**config.mk**
```make
export PLATFORM = sky130hd
export DESIGN_NAME = sle_cell
export DESIGN_NICKNAME = d
export VERILOG_FILES = /design/src/rtl/core/sle_pkg.sv /design/src/rtl/core/sle_cell.sv
export SDC_FILE = /design/constraint.sdc
export NUM_CORES = 1
export LEC_CHECK = 0
export BUFFER_PORTS_ARGS = -buffer_cell sky130_fd_sc_hd__buf_2
export CAP_MARGIN = 40
export CORE_AREA = 2 2 82 84
export DETAILED_ROUTE_END_ITERATION = 7
export DIE_AREA = 0 0 84 86
export GPL_TIMING_DRIVEN = 0
export PLACE_DENSITY_LB_ADDON = 0.15
export SLEW_MARGIN = 20
export SYNTH_ARGS = -nofsm -noshare
export SYNTH_HDL_FRONTEND = slang
export SYNTH_SLANG_ARGS = --single-unit
```
**constraint.sdc**
```tcl
create_clock -name clk -period 3.2 [get_ports clk]
set_clock_uncertainty 0.2 [all_clocks]
set_input_delay 0.32 -clock clk [delete_from_list [all_inputs] [get_ports clk]]
set_output_delay 0.32 -clock clk [all_outputs]
set_load 0.02 [all_outputs]
```
**src/rtl/core/sle_pkg.sv**
```systemverilog
`timescale 1ns / 1ps

package sle_pkg;

    typedef enum logic [2:0] {
        OP_INSERT  = 3'd0,
        OP_FIND    = 3'd1,
        OP_READ    = 3'd2,
        OP_REM_AT  = 3'd3,
        OP_REM_VAL = 3'd4
    } op_t;

    typedef enum logic [1:0] {
        ST_OK       = 2'd0,
        ST_NOTFOUND = 2'd1,
        ST_FULL     = 2'd2,
        ST_BAD      = 2'd3
    } status_t;

    typedef enum logic [1:0] {
        S_IDLE  = 2'd0,
        S_CMP   = 2'd1,
        S_APPLY = 2'd2
    } state_t;

    localparam int DATA_W  = 32;
    localparam int POS_W   = 7;
    localparam int OUT_W   = 7;
    localparam int IN_TDATA_W  = 40;
    localparam int OUT_TDATA_W = 48;

    // broadcast from the controller to every cell
    typedef struct packed {
        logic              cmp;
        logic              ins;
        logic              del;
        logic              by_pos;
        logic [DATA_W-1:0] value;
    } cell_ctl_t;

    // per-cell compare results, held from the compare cycle to the apply cycle
    typedef struct packed {
        logic gt;
        logic le;
        logic eq;
        logic sel;
    } cell_flag_t;

endpackage

```
**src/rtl/core/sle_cell.sv**
```systemverilog
`timescale 1ns / 1ps

module sle_cell #(
    parameter int IDX = 0,
    parameter int CW  = 7
) (
    input  logic                      clk,
    input  logic                      rst_n,
    input  sle_pkg::cell_ctl_t        ctl,
    input  logic [CW-1:0]             count,
    input  logic [CW-1:0]             pidx,
    input  logic                      left_gt,
    input  logic [sle_pkg::DATA_W-1:0] left_val,
    input  logic [sle_pkg::DATA_W-1:0] right_val,
    output sle_pkg::cell_flag_t       flag,
    output logic [sle_pkg::DATA_W-1:0] val
);
    import sle_pkg::*;

    localparam logic [CW-1:0] IDX_C = CW'(IDX);

    logic [DATA_W-1:0] val_reg;
    logic              gt_reg, le_reg, eq_reg, sel_reg, sh_reg;
    logic              occ, gt_c, eq_c;

    assign occ  = IDX_C < count;
    assign gt_c = occ && ($signed(val_reg) > $signed(ctl.value));
    assign eq_c = occ && (val_reg == ctl.value);

    always_ff @(posedge clk or negedge rst_n)
    begin
        if (!rst_n)
        begin
            gt_reg  <= 1'b0;
            le_reg  <= 1'b0;
            eq_reg  <= 1'b0;
            sel_reg <= 1'b0;
            sh_reg  <= 1'b0;
        end
        else if (ctl.cmp)
        begin
            gt_reg  <= gt_c;
            le_reg  <= occ && !gt_c;
            eq_reg  <= eq_c;
            sel_reg <= IDX_C == pidx;
            sh_reg  <= ctl.by_pos ? (IDX_C >= pidx) : (gt_c || eq_c);
        end
    end

    // insert: take from the left, or the new value at the boundary; delete: take from the right
    always_ff @(posedge clk)
    begin
        if (ctl.ins && (IDX_C <= count))
        begin
            if (left_gt)
            begin
                val_reg <= left_val;
            end
            else if (gt_reg || (IDX_C == count))
            begin
                val_reg <= ctl.value;
            end
        end
        else if (ctl.del && sh_reg)
        begin
            val_reg <= right_val;
        end
    end

    assign flag.gt  = gt_reg;
    assign flag.le  = le_reg;
    assign flag.eq  = eq_reg;
    assign flag.sel = sel_reg;
    assign val      = val_reg;

endmodule

```
# Word level (Yosys, flattened, before mapping)
# Cells that the tools add are included.
# totals
out_inout_bits	36
wordCells	29
regBits	37
# classes
muxes	5
reduce_logical	12
magnitude_cmp	4
n_eq_ne	2
# op_table
op	count
$mux 32	4
$eq 32x32->1	1
$gt 32x32->1	1
$logic_not 7->1	2
$ge 1x7->1 const A	1
$le 1x7->1 const A	1
$lt 1x7->1 const A	1
$logic_and 1x1->1	5
$ne 3x2->1 const B	1
$logic_or 1x1->1	2
$reduce_and 2->1	1
$reduce_bool 2->1	1
$logic_not 1->1	1
$mux 1	1

# Depth between registers and ports, before layout
# logic_depth
depth_word	5
mapped_depth	9
depth_no_buf	9

# Worst setup path after synthesis
# Ideal clock, no wire load.
# synth_timing
path_type	input to register
start	in count[5]
end	reg val_reg[0], in the netlist val[0], enable pin
required_ns	2.575
arrival_ns	2.255
path_stages	4
slack_ns	0.320
setup_time_ns	0.425
path_cell_list	or4_1 nor4_2 o31ai_1 o21ai_1
# synth_between
elab_chain_cells	4
word_cells_on_any_way	7
cone_classes	order compare: 1; eq/ne: 1; reduce/logical: 5
# synth_lines
item	line_no	source
start, declared	sle_cell.sv:10	input logic [CW-1:0] count,
$le 1x7->1 / $logic_not 7->1 (equally long branches)	sle_cell.sv:53, sle_cell.sv:59	
$logic_and 1x1->1 / $logic_or 1x1->1 (equally long branches)	sle_cell.sv:53, sle_cell.sv:59	
$ne 3x2->1 (no source line) / $reduce_bool 2->1 (equally long branches)	--	
$reduce_and 2->1 (no source line) *	--	
end signal, assigned	sle_cell.sv:57	val_reg <= left_val;
end signal, assigned	sle_cell.sv:61	val_reg <= ctl.value;
end signal, assigned	sle_cell.sv:66	val_reg <= right_val;
end, declared	sle_cell.sv:22	logic [DATA_W-1:0] val_reg;
# Mark *: on every way between the ends. The rest lies on a longest branch, timed or not.
# A chain may end at the register's enable or synchronous reset.

# Worst setup path in the final report
# layout_timing
start	reg val_reg[7], in the netlist val[7]
end	reg gt_reg
# layout_between
elab_chain_cells	2
# layout_lines
item	line_no	source
$gt 32x32->1	sle_cell.sv:27	assign gt_c = occ && ($signed(val_reg) > $signed(ctl.value));
$logic_and 1x1->1	sle_cell.sv:27	
end signal, assigned	sle_cell.sv:42	gt_reg <= gt_c;
end, declared	sle_cell.sv:23	logic gt_reg, le_reg, eq_reg, sel_reg, sh_reg;
# No other way between the ends.

==> summary.md <==
| Metric | Value |
|---|---|
| Gr usage total | about a fifth |
| RR Startpoint | val[7] |
| Status | finished clean |
| Post-synthesis cell type count | 36 |
| Top cell type's share of synthesized area | approximately a third |
| Starting density of the core | 43.6% |
| Pwr Total | roughly 1.4 mW |
| Total Wirelength | about 7 mm |
| Vias in the first global route | 2650 |
| Final Hold Slack | roughly 0.14 ns |
| Req. time, crit path | ~3.2 ns |
| Routed via count | around 2600 |
| Final ANT Viol Nets | 0 |
| Final RePlAce weighted congestion | roughly 0.79 |
| Die area | slightly above 7000 um2 |
| Layout cells sized above 1 | around 37% |
| Worst setup SP type | flop |
| RSZ-0062 raised after global routing | no |
| Arr. time, crit path | around 2.7 ns |
| Filler instances | roughly 600 |
| Residual DRC | 0 |
| Die W | roughly 84 um |
| Max-cap violations | 0 |
| Pwr/cell area | a little under 400 nW/um2 |
| Final Core Density | just under 60% |
| Final Critical Period | around 2.7 ns |
| Final #Nets | 594 |
| CTS tree | done |
| First-pass GRT wire length | around 12 mm |
| Max Freq | ~370 MHz |
| PortBufs | roughly 150 |
| DR pass1 iterations | 4 |
| Half-perimeter wire length after detailed placement | between 5 and 6 mm |
| Die Y | around 86 um |
| Initial antenna violation count | 0 |
| Final worst-path cycle share | 85.5% |
| Vias per std cell | ~5 |
| Worst-Margin Slew | approximately 0.75 ns |
| Maximum root-to-sink buffer count | 2 |
| Synthesis-to-layout area growth | 35.9% |
| Slew Viols, Final | 0 |
| Worst Path Max Fanout | 2 |
| Worst-Skew Late Latency | ~0.29 ns |
| Max reg flops | 32 |
| Crit Path Category | flop to flop |
| Most area-hungry cell type in the Yosys netlist | edfxtp_1 |
| Post-synth top flop | edfxtp_1 |
| Clock Pin Slew Worst Setup and Hold Paths | 0.07 ns |
| CP Capture Type | flop |
| Worst setup path startpoint | val[7] |
| Register area | 1090 um2 |
| Largest net degree at the start of global routing | 18 |
| Max IR drop VDD | ~0.0002 V |
| Yosys warnings | 0 |
| Cells after Synth | around 290 |
| Leakage | 1.93 nW |
| DR WL/cell | ~14 um |
| Final setup fails | 0 |
| Hold_sp | ctl[32] |
| Grt ovf | 0 |
| Register area share after synthesis | 39.7% |
| Core ar. | roughly 6300 um2 |
| Slew margin rel. | between 40% and 50% |
| Finished Cell Area | 3720 um2 |
| # IOs | 153 |
| Fin. Hold Viols | 0 |
| Post-Syn Area per Cell | about 9.6 um2 |
| Count leader, synth | a21oi_1 |
| Sink Count | 37 |
| Multi-input gate area | about 1500 um2 |
| Antenna Diode Count | 0 |
| HP Class | input port to flop |
| Main area contributors after synthesis | edfxtp_1 35%, ha_1 15%, mux2i_1 12% |
| Asr flop ratio synth | 13.5% |
| DP Area | roughly 3600 um2 |
| Commonest cells post-synth | 44 x a21oi_1, 37 x nor2_1, 35 x inv_1 |
| Clk root buf | clkbuf_8 |
| Syn_nets | ~440 |
| # rows | 29 |
| H-tree depth | 2 |
| Post-synth EDFFs | 32 |
| #FFs+latches synth | 37 |
| CTS buffer count | 5 |
| Syn Std Cell Area | 2740 um2 |
| Initial drt markers | 31 |
final cells by class:
type / instances / share of cell area [%]
buffer: 16 / 2.02
clock buffer: 8 / 2.15
inverter: 35 / 3.53
multi-input combinational: 198 / 39.2
sequential: 37 / 29.2
tap: 77 / 2.59
timing repair buffer: 152 / 21.4
critical path: stages, from the launching register on:
cell and delay (ns):
edfxtp_1 0.40, ha_1 0.30, a21oi_1 0.15, o21ai_0 0.11, a221o_1 0.33, a211o_1 0.26
a2111oi_4 0.43, mux2i_1 0.31, mux2i_1 0.11
layer usage:
layer	share of wire [%]	track usage, %	up-vias
met5	0	0	-
met4	1.2	4.84	0
met3	8.8	5.68	7
met2	50	37.0	112
met1	40	23.3	1176
li1	-	-	1335
cells by family (layout without fill, tap and decap cells):
logic type,Yosys count,count (layout),share of synthesized area (%)
adders and majority gates,32,32,14.6
AOI/OAI and AO/OA,61,61,13.2
DFF,37,37,39.7
muxes,36,36,13.2
buffers and inverters,51,211,7.54
and+or+nand+nor,68,68,11.4
xor gates and xnor gates,1,1,0.320
path summary, 6_finish.rpt:
kind	to	slack, ns	cells past startpoint
max reg2reg	gt_reg	0.46	8
max	gt_reg	0.46	8
min reg2reg	sel_reg	0.29	1
min in group asynchronous	sel_reg	0.18	2
min	sh_reg	0.14	3
max in group asynchronous	gt_reg	2.50	2
per-stage QoR:
stage | setup WS [ns] | TNS (ns) | instances
finish | 0.464 | 0 | 523
detailed placement | 0.391 | 0 | 513
CTS | 0.441 | 0 | 522
global route | 0.280 | 0 | 523
floorplan | 0.320 | 0 | 286
global placement | -0.666 | -21.28 | 512
timing repair:
action                    in CTS  in global routing
hold buffers                   1                  0
resized for setup              0                  0
setup buffers                  0                  0
hold endpoints to repair       5                  0
report_power, final:
group          total [mW]  switching [mW]  internal, mW
sequential          0.632          0.0314         0.601
clock               0.315           0.160         0.155
combinational       0.501           0.282         0.219
layout by cell type (no fill, tap or decap), types with 2 or more instances in the layout:
master    instances
a21o_1            2
a21oi_1          44
and4_1            2
buf_1             3
buf_2           149
buf_4             4
clkbuf_1         12
clkbuf_8          5
dfrtp_1           5
edfxtp_1         32
ha_1             32
inv_1            35
mux2i_1          34
nand2_1          12
nand3_1           4
nand4_1           4
nor2_1           37
nor3_1            2
nor4_1            2
o21ai_0           2
o22ai_1           2
or4_1             2
Power figures use the tool's default switching activity.
